==> config.mk <==
export PLATFORM = sky130hd
export DESIGN_NAME = luma_quarter_pel_interpolator_unit
export DESIGN_NICKNAME = d
export VERILOG_FILES = /design/src/rtl/lqpi_pkg.sv /design/src/rtl/lqpi_ram.sv /design/src/rtl/lqpi_col_store.sv /design/src/rtl/lqpi_filter.sv /design/src/rtl/luma_quarter_pel_interpolator_unit.sv
export SDC_FILE = /design/constraint.sdc
export NUM_CORES = 2
export LEC_CHECK = 0
export CORE_MARGIN = 10
export CORE_UTILIZATION = 55
export CTS_BUF_LIST = sky130_fd_sc_hd__clkbuf_8
export DETAILED_ROUTE_END_ITERATION = 7
export DONT_BUFFER_PORTS = 1
export PLACE_DENSITY = 0.73
export SLEW_MARGIN = 20
export SYNTH_ARGS = -nofsm -noshare
export SYNTH_HDL_FRONTEND = slang
export SYNTH_SLANG_ARGS = --single-unit
export TNS_END_PERCENT = 50
==> constraint.sdc <==
create_clock -name clock -period 13 [get_ports clock]
set_clock_uncertainty 0.2 [all_clocks]
set_input_delay 1.95 -clock clock [delete_from_list [all_inputs] [get_ports clock]]
set_output_delay 1.95 -clock clock [all_outputs]
set_load 0.005 [all_outputs]
==> src/rtl/lqpi_pkg.sv <==
package lqpi_pkg;

   localparam int BLOCK_WIDTH  = 16;
   localparam int BLOCK_HEIGHT = 16;
   localparam int WIN_W = BLOCK_WIDTH + 5;
   localparam int WIN_H = BLOCK_HEIGHT + 5;
   localparam int COL_W = $clog2(WIN_W);
   localparam int ROW_W = $clog2(WIN_H);

   // five older rows of one window column, oldest in the low byte
   localparam int STORE_ROWS = 5;
   localparam int STORE_W    = STORE_ROWS * 8;

   localparam int VR_W  = 15;   // one vertical six-tap sum of pixels
   localparam int SUM_W = 20;   // six-tap sum of vertical sums

   localparam logic signed [SUM_W-1:0] TAP_OUTER = 20'sd5;
   localparam logic signed [SUM_W-1:0] TAP_INNER = 20'sd20;
   localparam logic signed [SUM_W:0]   RND_HALF  = 21'sd16;
   localparam logic signed [SUM_W:0]   RND_CTR   = 21'sd512;
   localparam int SH_HALF = 5;
   localparam int SH_CTR  = 10;

   typedef logic [5:0][7:0] col_type;

   typedef struct packed {
      logic       vld;
      logic       emit;
      logic       last;
      logic [1:0] fx;
      logic [1:0] fy;
   } ctl_type;

   typedef struct packed {
      logic [7:0] g;
      logic [7:0] g_c1;
      logic [7:0] g_r1;
      logic [7:0] b;
      logic [7:0] b_r1;
      logic [7:0] h;
      logic [7:0] h_c1;
      logic [7:0] j;
   } smp_type;

   // quarter-sample positions, index {frac_y, frac_x}
   typedef enum logic [3:0] {
      POS_G, POS_A, POS_B, POS_C,
      POS_D, POS_E, POS_F, POS_GG,
      POS_H, POS_I, POS_J, POS_K,
      POS_N, POS_P, POS_Q, POS_R
   } pos_type;

   function automatic logic signed [SUM_W-1:0] pix_ext(input logic [7:0] p);
      return $signed({{(SUM_W-8){1'b0}}, p});
   endfunction

   function automatic logic signed [SUM_W-1:0] taps6(
      input logic signed [SUM_W-1:0] a, input logic signed [SUM_W-1:0] b,
      input logic signed [SUM_W-1:0] c, input logic signed [SUM_W-1:0] d,
      input logic signed [SUM_W-1:0] e, input logic signed [SUM_W-1:0] f);
      return a + f - TAP_OUTER * (b + e) + TAP_INNER * (c + d);
   endfunction

   function automatic logic [7:0] clip_half(input logic signed [SUM_W-1:0] s);
      logic signed [SUM_W:0] t;
      t = {s[SUM_W-1], s} + RND_HALF;
      if (t[SUM_W]) begin
         return 8'd0;
      end else if (t[SUM_W-1:SH_HALF] > 255) begin
         return 8'hFF;
      end else begin
         return t[SH_HALF+7:SH_HALF];
      end
   endfunction

   function automatic logic [7:0] clip_ctr(input logic signed [SUM_W-1:0] s);
      logic signed [SUM_W:0] t;
      t = {s[SUM_W-1], s} + RND_CTR;
      if (t[SUM_W]) begin
         return 8'd0;
      end else if (t[SUM_W-1:SH_CTR] > 255) begin
         return 8'hFF;
      end else begin
         return t[SH_CTR+7:SH_CTR];
      end
   endfunction

   function automatic logic [7:0] avg2(input logic [7:0] a, input logic [7:0] b);
      logic [8:0] s;
      s = {1'b0, a} + {1'b0, b} + 9'd1;
      return s[8:1];
   endfunction

endpackage

==> src/rtl/lqpi_ram.sv <==
module lqpi_ram #(
   parameter int WIDTH = 8,
   parameter int DEPTH = 16
) (
   input  logic                     clock,
   input  logic                     wr_en,
   input  logic [$clog2(DEPTH)-1:0] wr_addr,
   input  logic [WIDTH-1:0]         wr_data,
   input  logic                     rd_en,
   input  logic [$clog2(DEPTH)-1:0] rd_addr,
   output logic [WIDTH-1:0]         rd_data
);

   logic [WIDTH-1:0] mem [DEPTH];
   logic [WIDTH-1:0] rd_data_ff;

   always_ff @(posedge clock) begin
      if (wr_en) begin
         mem[wr_addr] <= wr_data;
      end
      if (rd_en) begin
         rd_data_ff <= mem[rd_addr];
      end
   end

   assign rd_data = rd_data_ff;

endmodule

==> src/rtl/lqpi_col_store.sv <==
module lqpi_col_store
   import lqpi_pkg::*;
(
   input  logic       clock,
   input  logic       reset,
   input  logic       en,
   input  logic       req_valid,
   input  logic [7:0] ref_pixel,
   input  logic [1:0] frac_x,
   input  logic [1:0] frac_y,
   input  logic       window_start,
   output col_type    col,
   output ctl_type    ctl
);

   logic [ROW_W-1:0] row_ff, row_in, row_base;
   logic [COL_W-1:0] col_ff, col_in, col_base;
   logic [1:0]       hfx_ff, hfx_in, hfy_ff, hfy_in;
   ctl_type          s1_ctl_ff, s1_ctl_in;
   logic [7:0]       s1_pix_ff;
   logic [COL_W-1:0] s1_addr_ff;
   logic             accept;
   logic [STORE_W-1:0] rd_data, wr_data;

   assign accept   = req_valid & en;
   assign row_base = window_start ? '0 : row_ff;
   assign col_base = window_start ? '0 : col_ff;

   always_comb begin
      hfx_in = window_start ? frac_x : hfx_ff;
      hfy_in = window_start ? frac_y : hfy_ff;
      if (col_base == COL_W'(WIN_W - 1)) begin
         col_in = '0;
         row_in = (row_base == ROW_W'(WIN_H - 1)) ? '0 : row_base + 1'b1;
      end else begin
         col_in = col_base + 1'b1;
         row_in = row_base;
      end
      s1_ctl_in.vld  = accept;
      s1_ctl_in.emit = (row_base >= ROW_W'(5)) && (col_base >= COL_W'(5));
      s1_ctl_in.last = (row_base == ROW_W'(WIN_H - 1)) && (col_base == COL_W'(WIN_W - 1));
      s1_ctl_in.fx   = hfx_in;
      s1_ctl_in.fy   = hfy_in;
   end

   always_ff @(posedge clock) begin
      if (reset) begin
         row_ff        <= '0;
         col_ff        <= '0;
         hfx_ff        <= '0;
         hfy_ff        <= '0;
         s1_ctl_ff.vld <= 1'b0;
      end else if (en) begin
         if (accept) begin
            row_ff <= row_in;
            col_ff <= col_in;
            hfx_ff <= hfx_in;
            hfy_ff <= hfy_in;
         end
         s1_ctl_ff <= s1_ctl_in;
      end
   end

   always_ff @(posedge clock) begin
      if (accept) begin
         s1_pix_ff  <= ref_pixel;
         s1_addr_ff <= col_base;
      end
   end

   // drop the oldest row, append the current pixel
   assign wr_data = {s1_pix_ff, rd_data[STORE_W-1:8]};

   lqpi_ram #(
      .WIDTH(STORE_W),
      .DEPTH(WIN_W)
   ) u_ram (
      .clock  (clock),
      .wr_en  (en & s1_ctl_ff.vld),
      .wr_addr(s1_addr_ff),
      .wr_data(wr_data),
      .rd_en  (accept),
      .rd_addr(col_base),
      .rd_data(rd_data)
   );

   assign col = {s1_pix_ff, rd_data};
   assign ctl = s1_ctl_ff;

endmodule

==> src/rtl/lqpi_filter.sv <==
module lqpi_filter
   import lqpi_pkg::*;
(
   input  logic    clock,
   input  logic    reset,
   input  logic    en,
   input  col_type col,
   input  ctl_type ctl_in,
   output smp_type smp,
   output ctl_type ctl_out
);

   logic signed [VR_W-1:0] vr_ff [6];
   logic [7:0]             p2_ff [6];
   logic [7:0]             p3_ff [6];
   logic signed [VR_W-1:0] vr_in;
   ctl_type                ctl2_ff, ctl3_ff;
   smp_type                smp_ff, smp_in;
   logic signed [SUM_W-1:0] vsum, hsum2, hsum3, jsum;
   logic signed [SUM_W-1:0] vr2, vr3;

   assign vsum  = taps6(pix_ext(col[0]), pix_ext(col[1]), pix_ext(col[2]),
                        pix_ext(col[3]), pix_ext(col[4]), pix_ext(col[5]));
   assign vr_in = vsum[VR_W-1:0];

   always_ff @(posedge clock) begin
      if (en && ctl_in.vld) begin
         for (int i = 0; i < 5; i++) begin
            vr_ff[i] <= vr_ff[i+1];
            p2_ff[i] <= p2_ff[i+1];
            p3_ff[i] <= p3_ff[i+1];
         end
         vr_ff[5] <= vr_in;
         p2_ff[5] <= col[2];
         p3_ff[5] <= col[3];
      end
   end

   assign hsum2 = taps6(pix_ext(p2_ff[0]), pix_ext(p2_ff[1]), pix_ext(p2_ff[2]),
                        pix_ext(p2_ff[3]), pix_ext(p2_ff[4]), pix_ext(p2_ff[5]));
   assign hsum3 = taps6(pix_ext(p3_ff[0]), pix_ext(p3_ff[1]), pix_ext(p3_ff[2]),
                        pix_ext(p3_ff[3]), pix_ext(p3_ff[4]), pix_ext(p3_ff[5]));
   assign jsum  = taps6(SUM_W'(vr_ff[0]), SUM_W'(vr_ff[1]), SUM_W'(vr_ff[2]),
                        SUM_W'(vr_ff[3]), SUM_W'(vr_ff[4]), SUM_W'(vr_ff[5]));
   assign vr2   = SUM_W'(vr_ff[2]);
   assign vr3   = SUM_W'(vr_ff[3]);

   always_comb begin
      smp_in.g    = p2_ff[2];
      smp_in.g_c1 = p2_ff[3];
      smp_in.g_r1 = p3_ff[2];
      smp_in.b    = clip_half(hsum2);
      smp_in.b_r1 = clip_half(hsum3);
      smp_in.h    = clip_half(vr2);
      smp_in.h_c1 = clip_half(vr3);
      smp_in.j    = clip_ctr(jsum);
   end

   always_ff @(posedge clock) begin
      if (reset) begin
         ctl2_ff.vld <= 1'b0;
         ctl3_ff.vld <= 1'b0;
      end else if (en) begin
         ctl2_ff <= ctl_in;
         ctl3_ff <= ctl2_ff;
      end
   end

   always_ff @(posedge clock) begin
      if (en) begin
         smp_ff <= smp_in;
      end
   end

   assign smp     = smp_ff;
   assign ctl_out = ctl3_ff;

endmodule

==> src/rtl/luma_quarter_pel_interpolator_unit.sv <==
// Luma quarter-sample interpolator. Feed the reference window of one
// partition, (BLOCK_WIDTH+5) x (BLOCK_HEIGHT+5) pixels in raster order, one
// word per cycle; frac_x/frac_y are taken with the word that has window_start
// set, and a window without window_start reuses the held offsets. Each window
// pixel at row and column both at least 5 yields one predicted sample, in
// output raster order, BLOCK_WIDTH samples per row; block_last marks the final
// one. The block takes one word per cycle without gaps unless the output
// stalls; a sample passes the column-store, filter and output registers and is
// held in the output register while rsp_stall is high. Older window rows sit in a
// column-addressed line memory that is read and written back once per word,
// so the only stall source is a full output register.
module luma_quarter_pel_interpolator_unit
   import lqpi_pkg::*;
(
   input  logic       clock,
   input  logic       reset,
   input  logic       req_valid,
   output logic       req_stall,
   input  logic [7:0] req_ref_pixel,
   input  logic [1:0] req_frac_x,
   input  logic [1:0] req_frac_y,
   input  logic       req_window_start,
   output logic       rsp_valid,
   input  logic       rsp_stall,
   output logic [7:0] rsp_out_pixel,
   output logic       rsp_block_last
);

   logic       en;
   col_type    col;
   ctl_type    ctl1, ctl3;
   smp_type    smp;
   logic       rsp_valid_ff;
   logic [7:0] rsp_out_pixel_ff, rsp_out_pixel_in;
   logic       rsp_block_last_ff;

   // advance the whole pipe unless a finished word waits on the output
   assign en        = !(rsp_valid_ff && rsp_stall);
   assign req_stall = !en;

   lqpi_col_store u_col_store (
      .clock       (clock),
      .reset       (reset),
      .en          (en),
      .req_valid   (req_valid),
      .ref_pixel   (req_ref_pixel),
      .frac_x      (req_frac_x),
      .frac_y      (req_frac_y),
      .window_start(req_window_start),
      .col         (col),
      .ctl         (ctl1)
   );

   lqpi_filter u_filter (
      .clock  (clock),
      .reset  (reset),
      .en     (en),
      .col    (col),
      .ctl_in (ctl1),
      .smp    (smp),
      .ctl_out(ctl3)
   );

   // pick the position, averaging two neighbors for the quarter positions
   always_comb begin
      unique case (pos_type'({ctl3.fy, ctl3.fx}))
         POS_G:  rsp_out_pixel_in = smp.g;
         POS_A:  rsp_out_pixel_in = avg2(smp.g, smp.b);
         POS_B:  rsp_out_pixel_in = smp.b;
         POS_C:  rsp_out_pixel_in = avg2(smp.g_c1, smp.b);
         POS_D:  rsp_out_pixel_in = avg2(smp.g, smp.h);
         POS_E:  rsp_out_pixel_in = avg2(smp.b, smp.h);
         POS_F:  rsp_out_pixel_in = avg2(smp.b, smp.j);
         POS_GG: rsp_out_pixel_in = avg2(smp.b, smp.h_c1);
         POS_H:  rsp_out_pixel_in = smp.h;
         POS_I:  rsp_out_pixel_in = avg2(smp.h, smp.j);
         POS_J:  rsp_out_pixel_in = smp.j;
         POS_K:  rsp_out_pixel_in = avg2(smp.j, smp.h_c1);
         POS_N:  rsp_out_pixel_in = avg2(smp.g_r1, smp.h);
         POS_P:  rsp_out_pixel_in = avg2(smp.h, smp.b_r1);
         POS_Q:  rsp_out_pixel_in = avg2(smp.j, smp.b_r1);
         POS_R:  rsp_out_pixel_in = avg2(smp.h_c1, smp.b_r1);
      endcase
   end

   always_ff @(posedge clock) begin
      if (reset) begin
         rsp_valid_ff <= 1'b0;
      end else if (en) begin
         rsp_valid_ff <= ctl3.vld & ctl3.emit;
      end
   end

   always_ff @(posedge clock) begin
      if (en) begin
         rsp_out_pixel_ff  <= rsp_out_pixel_in;
         rsp_block_last_ff <= ctl3.last;
      end
   end

   assign rsp_valid      = rsp_valid_ff;
   assign rsp_out_pixel  = rsp_out_pixel_ff;
   assign rsp_block_last = rsp_block_last_ff;

endmodule

# --- Word level (Yosys, flattened, before mapping) ---
# Memory sizes are Yosys's and may differ from the RTL's. A register that Yosys moved wholly into a read port is not among the register bits.
# Index checks and enable logic that the tools add are counted.
word_totals:
  ff_bits: 122
  latchBits: 0
  mem_bits_rw: 1026
  rom_bits: 0
  input_bits: 17
  out_inout_bits: 11
  word_cells: 149
  memories: 4
op_classes:
  n_addsub: 51
  mul: 8
  n_div: 0
  magnitude_cmp: 7
  eq_ne: 17
  shifts: 0
  n_mux: 17
  bitwise: 5
  reduce_logical: 8
memory_table:
  columns: ["memory", "depth", "width", "read_ports", "rd_ports_with_merged_regs", "wr", "line_no", "source"]
  rows:
  - ["u_col_store.u_ram.mem", 21, 40, 1, 1, 1, "lqpi_ram.sv:14", "logic [WIDTH-1:0] mem [DEPTH];"]
  - ["u_filter.vr_ff", 6, 15, 6, 0, 6, "lqpi_filter.sv:13", "logic signed [VR_W-1:0] vr_ff [6];"]
  - ["u_filter.p2_ff", 6, 8, 6, 0, 6, "lqpi_filter.sv:14", "logic [7:0] p2_ff [6];"]
  - ["u_filter.p3_ff", 6, 8, 6, 0, 6, "lqpi_filter.sv:15", "logic [7:0] p3_ff [6];"]
op_table:
  columns: ["op", "count"]
  rows:
  - ["adder 8 x 8 -> 9 bit", 21]
  - ["case mux 8 bit (16 select lines)", 1]
  - ["adder 9 x 1 -> 9 bit (second input constant)", 12]
  - ["adder 20 bit", 3]
  - ["greater-than comparator 15 x 8 -> 1 bit (second input constant)", 4]
  - ["multiplier 4 x 20 -> 18 bit (first input constant)", 3]
  - ["multiplier 4 x 20 -> 20 bit (first input constant)", 3]
  - ["subtractor 20 bit", 3]
  - ["adder 15 x 15 -> 16 bit", 3]
  - ["adder 20 x 6 -> 21 bit (second input constant)", 2]
  - ["two-way mux 8 bit", 5]
  - ["adder 15 x 6 -> 16 bit (second input constant)", 2]
  - ["equality test 4 bit (second input constant)", 8]
  - ["two-way mux 5 bit", 5]
  - ["adder 20 x 11 -> 21 bit (second input constant)", 1]
  - ["multiplier 4 x 20 -> 13 bit (first input constant)", 1]
  - ["multiplier 4 x 20 -> 15 bit (first input constant)", 1]
  - ["equality test 4 x 3 -> 1 bit (second input constant)", 4]
  - ["adder 15 bit", 1]
  - ["subtractor 15 bit", 1]
  - ["adder 5 x 1 -> 5 bit (second input constant)", 2]
  - ["equality test 5 bit (second input constant)", 2]
  - [">= comparator 5 x 3 -> 1 bit (second input constant)", 2]
  - ["greater-than comparator 10 x 8 -> 1 bit (second input constant)", 1]
  - ["10 further kinds", 22]

# --- Logic depth before layout (Yosys ltp) ---
# An unclocked memory read counts as a cell.
depth:
  ltp_word: 8
  depth_mapped: 36
  mapped_depth_nobuf: 35

# --- Cells and area by module ---
# From an unflattened synthesis, not the netlist that was laid out.
hier_totals:
  hier_cells: 4279
  area_unflattened_um2: 60604.4
by_module_without_submodules:
  columns: ["mod", "instances", "cells_per_inst", "area_each_um2", "seq_area_each_um2"]
  rows:
  - ["lqpi_ram", 1, 1695, 33646.0, 26425.3]
  - ["lqpi_filter", 1, 1794, 20410.8, 7907.6]
  - ["luma_quarter_pel_interpolator_unit", 1, 654, 5069.9, 290.3]
  - ["lqpi_col_store", 1, 136, 1477.7, 870.8]

# --- Least setup slack after synthesis ---
# Ideal clock, no wire load.
synth_timing:
  path_type: "input port to flip-flop"
  from: "in rsp_stall"
  to: "mem u_col_store.u_ram.mem[3][0] in the netlist's numbering (enable)"
  setup_ns: 0.437
  t_arrival_ns: 10.220
  required_time_ns: 12.363
  slack_ns: 2.143
  cell_stages: 5
  n_path_buf: 0
  cell_sequence: "nand2_1 nand2_1 inv_1 nand3_1 nor2_1"
synth_via:
  elab_chain_cells: 5
synth_rtl:
  columns: ["element", "line_no", "source"]
  rows:
  - ["start: declaration", "luma_quarter_pel_interpolator_unit.sv:24", "input logic rsp_stall,"]
  - ["logical AND 1 bit", "luma_quarter_pel_interpolator_unit.sv:38", "assign en = !(rsp_valid_ff && rsp_stall);"]
  - ["logical NOT 1 bit", "luma_quarter_pel_interpolator_unit.sv:38", null]
  - ["bitwise AND 1 bit", "lqpi_col_store.sv:79", ".wr_en (en & s1_ctl_ff.vld),"]
  - ["via u_col_store.u_ram.wr_en", "lqpi_ram.sv:6", "input logic wr_en,"]
  - ["two-way mux 1 bit", "lqpi_ram.sv:18", "if (wr_en) begin"]
  - ["two-way mux 1 bit (not written as such)", "lqpi_ram.sv:19", "mem[wr_addr] <= wr_data;"]
  - ["end: declaration", "lqpi_ram.sv:14", null]
# The timed path passes the listed nets, and every way through them passes these cells.

==> flow_metrics.py <==
metrics = {
    "route": {
        "drt-met1-wl_mm": 60.5,
        "route.met3.wl_mm": 12.2,
        "drc": 0,
        "top_layer_used": "met4",
        "dr.pass1.iters": 5,
        "wl_per_cell_um": 23.3,
        "drt_iter0_markers": 3511,
        "vias": 39000,
        "post_drt_via_cell_ratio": 6.08,
        "drt_wl_total_mm": 149,
        "wl_met2_mm": 71.4,
        "drtAntennaViolNets": 0,
    },
    "setup_path": {
        "crit_fanout": 11,
        "path_delay_family": "adder cells",
        "regToRegSetupSlack_ns": 4.33,
        "end_kind": "flip-flop",
        "start_kind": "flip-flop",
        "worst_path_largest_cell_delay_ns": 0.52,
        "r2r-start": "u_filter.vr_ff[3][0]$_DFFE_PP_",
        "crit_slowest_cell": "fa_1",
        "arrival_ns": 9.15,
        "cp_data_required_time_ns": 13.48,
        "cp-startpoint": "u_filter.vr_ff[3][0]$_DFFE_PP_",
        "crit_buf_inv": 4,
        "path_class": "flip-flop to flip-flop",
        "path_common_cell": "ha_1",
    },
    "logic_synthesis": {
        "syn-num-nets": 5278,
        "yosysTopAreaCellShare_pct": 57.7,
        "yosys-top-cells-area": "edfxtp_1, ha_1, fa_1, mux2i_1, xnor2_1",
        "synthFlopType": "edfxtp_1",
        "async_flop_share_pct": 0,
        "syn_inst": 4710,
        "avgSynthCellArea_um2": 12.9,
        "synth_cell_types": 85,
        "yosys_warnings": 0,
        "yosysTopAreaCell": "edfxtp_1",
        "synth_edf_count": 1170,
        "ys_ff_latch": 1188,
        "synth.cell_area_um2": 60900,
        "yosysSeqAreaShare_pct": 58.3,
    },
    "placement": {
        "port_buffers": 0,
        "hpwlAfterDp_mm": 88.5,
        "gp_congestion": 0.950,
    },
    "floorplan": {
        "die_h_um": 353,
        "die_w_um": 353,
        "fp.dieArea_um2": 124000,
        "initial_utilization_pct": 55.2,
        "rows": 122,
        "core_area_um2": 110000,
        "ios": 28,
    },
    "clock_network": {
        "clock-sinks": 1188,
        "clk_path_buf_depth": 3,
        "clk_pin_slew_ns": 0.05,
        "cts_setup_buffers": 0,
        "h-tree-depth": 4,
        "cts_tree": "yes",
        "cts_root_buf": "clkbuf_8",
        "cts-resized-gates": 0,
        "hold_buffers": 0,
        "cts-buffers-inserted": 189,
        "clock_latency_ns": 0.87,
    },
    "final_layout": {
        "final_core_util_pct": 60.1,
        "drive_gt1_share_pct": 7.37,
        "fillers": 8442,
        "nets": 5352,
        "area_delta_synth_final_pct": 8.97,
    },
    "sta": {
        "hold_viol_final": 0,
        "grt_setup_unrepaired": "false",
        "setup_tns_ns": 0,
        "relSlewSlack_pct": 27.4,
        "min_period_over_period_pct": 66.7,
        "slew_viol_final": 0,
        "clock.fmax_ghz": 0.115,
        "period_needed_ns": 8.67,
        "tightest_slew_ns": 1.09,
        "finalSetupViolCount": 0,
    },
    "global_routing": {
        "grt_util_all_layers_pct": 23.5,
        "grt_antenna_before_repair": 2,
        "grt_max_degree": 144,
        "grt_overflow_total": 0,
        "grt_pass1_wl_mm": 227,
        "first_global_vias": 38500,
    },
    "status": {
        "status": "finished, final reports clean",
    },
    "power": {
        "power.density_nw_per_um2": 290,
        "worst_ir_drop_vdd_v": 0.000676,
        "p_leak_uw": 0.0243,
    },
    "min_path": {
        "min_from": "u_filter.ctl2_ff[5]$_DFFE_PP_",
        "hp-class": "flip-flop to flip-flop",
    },
    "job": {
        "drv_cap": 0,
    },
}
## cells by family (layout without fill, tap and decap cells)
logic type	Yosys count	in the layout	synth area share, %
xor gates and xnor gates	256	256	3.72
adders and majority gates	551	551	12.5
AOI/OAI and AO/OA	1061	1061	11.9
other	0	2	0
buffers and inverters	504	722	3.11
muxes	182	182	3.03
DFF	1188	1188	58.3
and+or+nand+nor	968	968	7.44
## cell type report
class / count / area (um2) / area share (%)
well taps: 1488 / 1860 / 2.81
clock buffers: 195 / 2680 / 4.04
multi-input cells: 3018 / 23800 / 35.8
clock inverters: 140 / 861 / 1.30
diodes: 2 / 5.00 / 0.00754
repair buffers: 58 / 448 / 0.675
inverters: 329 / 1250 / 1.89
flip-flops and latches: 1188 / 35500 / 53.5
## power by group
group          total [uW]  switching [uW]  internal (uW)
Sequential           4900             217           4680
Combinational       11300            6450           4850
Clock                3020            1510           1510
## path summary, 6_finish.rpt
path                                         to  depth (start not counted)
setup / recovery  u_filter.smp[0]$_SDFFCE_PP0N_                         35
hold reg to reg   u_filter.ctl_out[5]$_DFFE_PP_                          0
hold / removal    u_filter.ctl_out[5]$_DFFE_PP_                          0
setup reg to reg  u_filter.smp[0]$_SDFFCE_PP0N_                         35
## placed cells by master, fill, tap and decap left out, types with 12 or more instances in the layout
master     instances
o21a_1            19
a22o_1            34
a221o_1           34
and3_1            14
a211oi_1          95
buf_4             57
nand2_1          395
nor4_1            44
o21ai_0           89
xnor2_1          199
nand3_1           36
dfxtp_1           14
a311oi_1          82
clkinv_1          37
edfxtp_1        1170
o21bai_1          49
nor3b_1           14
nor3_1            37
nor2b_1          127
clkbuf_8         195
inv_1            386
o22ai_1           80
a31oi_1           20
a21oi_1          316
nand2b_1          36
o21ai_1           19
clkinv_2          20
xor2_1            55
fa_1              99
nor2_1           182
a2111oi_0         12
ha_1             452
a21o_1            80
nor2_4            22
o32a_1            35
mux2i_1          175
## layer usage
metal | global-route usage (%) | vias to the layer above
met5 | 0 | -
met2 | 39.0 | 1719
li1 | - | 17900
met3 | 3.82 | 362
met4 | 8.89 | 0
met1 | 31.0 | 19100
## stage by stage
stage	instance area (um2)	instances	setup WS (ns)	total power [uW]	hold slack, ns
after floorplan	60900	4710	2.14	13900	0.200
after global placement	62800	6081	4.45	15900	0.206
after detailed placement	62800	6081	4.32	16200	0.206
after CTS	66400	6416	4.30	19300	0.220
after global routing	66400	6417	3.79	20900	0.208
final	66400	6418	4.33	19200	0.221
## cell usage after synthesis (7+ instances only)
cell type and count:
a2111oi_0 12, a211oi_1 95, a21boi_0 10, a21o_1 80
a21oi_1 316, a221o_1 34, a221oi_1 7, a22o_1 34
a22oi_1 7, a311oi_1 82, a31oi_1 20, and2_1 8
and3_1 14, buf_1 23, clkbuf_1 152, dfxtp_1 18
edfxtp_1 1170, fa_1 99, ha_1 452, inv_1 326
mux2i_1 175, nand2_1 397, nand2b_1 40, nand3_1 36
nor2_1 204, nor2b_1 129, nor3_1 37, nor3b_1 14
nor4_1 44, o211ai_1 9, o21a_1 19, o21ai_0 89
o21ai_1 19, o21bai_1 49, o221ai_1 8, o22ai_1 80
o31ai_1 8, o32a_1 35, or3_1 8, xnor2_1 199
xor2_1 55
## worst register-to-register path: cells and delay by family, from the launching register on
kind                       cells  cell delay [ns]
adders and majority gates      9             3.18
AOI/OAI and AO/OA             14             2.49
and+or+nand+nor                4             0.92
xor gates and xnor gates       3             0.76
DFF                            1             0.41
muxes                          1             0.36
buffers and inverters          4             0.20
## sequential cells by signal (all words and copies together) (netlist names), 7 cells and up
name                       count
u_col_store.u_ram.rd_data     40
u_filter.ctl_out               7
rsp_out_pixel                  8
u_filter.p2_ff                48
u_col_store.ctl                7
u_filter.ctl2_ff               7
u_col_store.s1_pix_ff          8
u_filter.smp                  64
u_filter.vr_ff                90
u_col_store.u_ram.mem        840
u_filter.p3_ff                48
(Power assumes the default switching activity.)
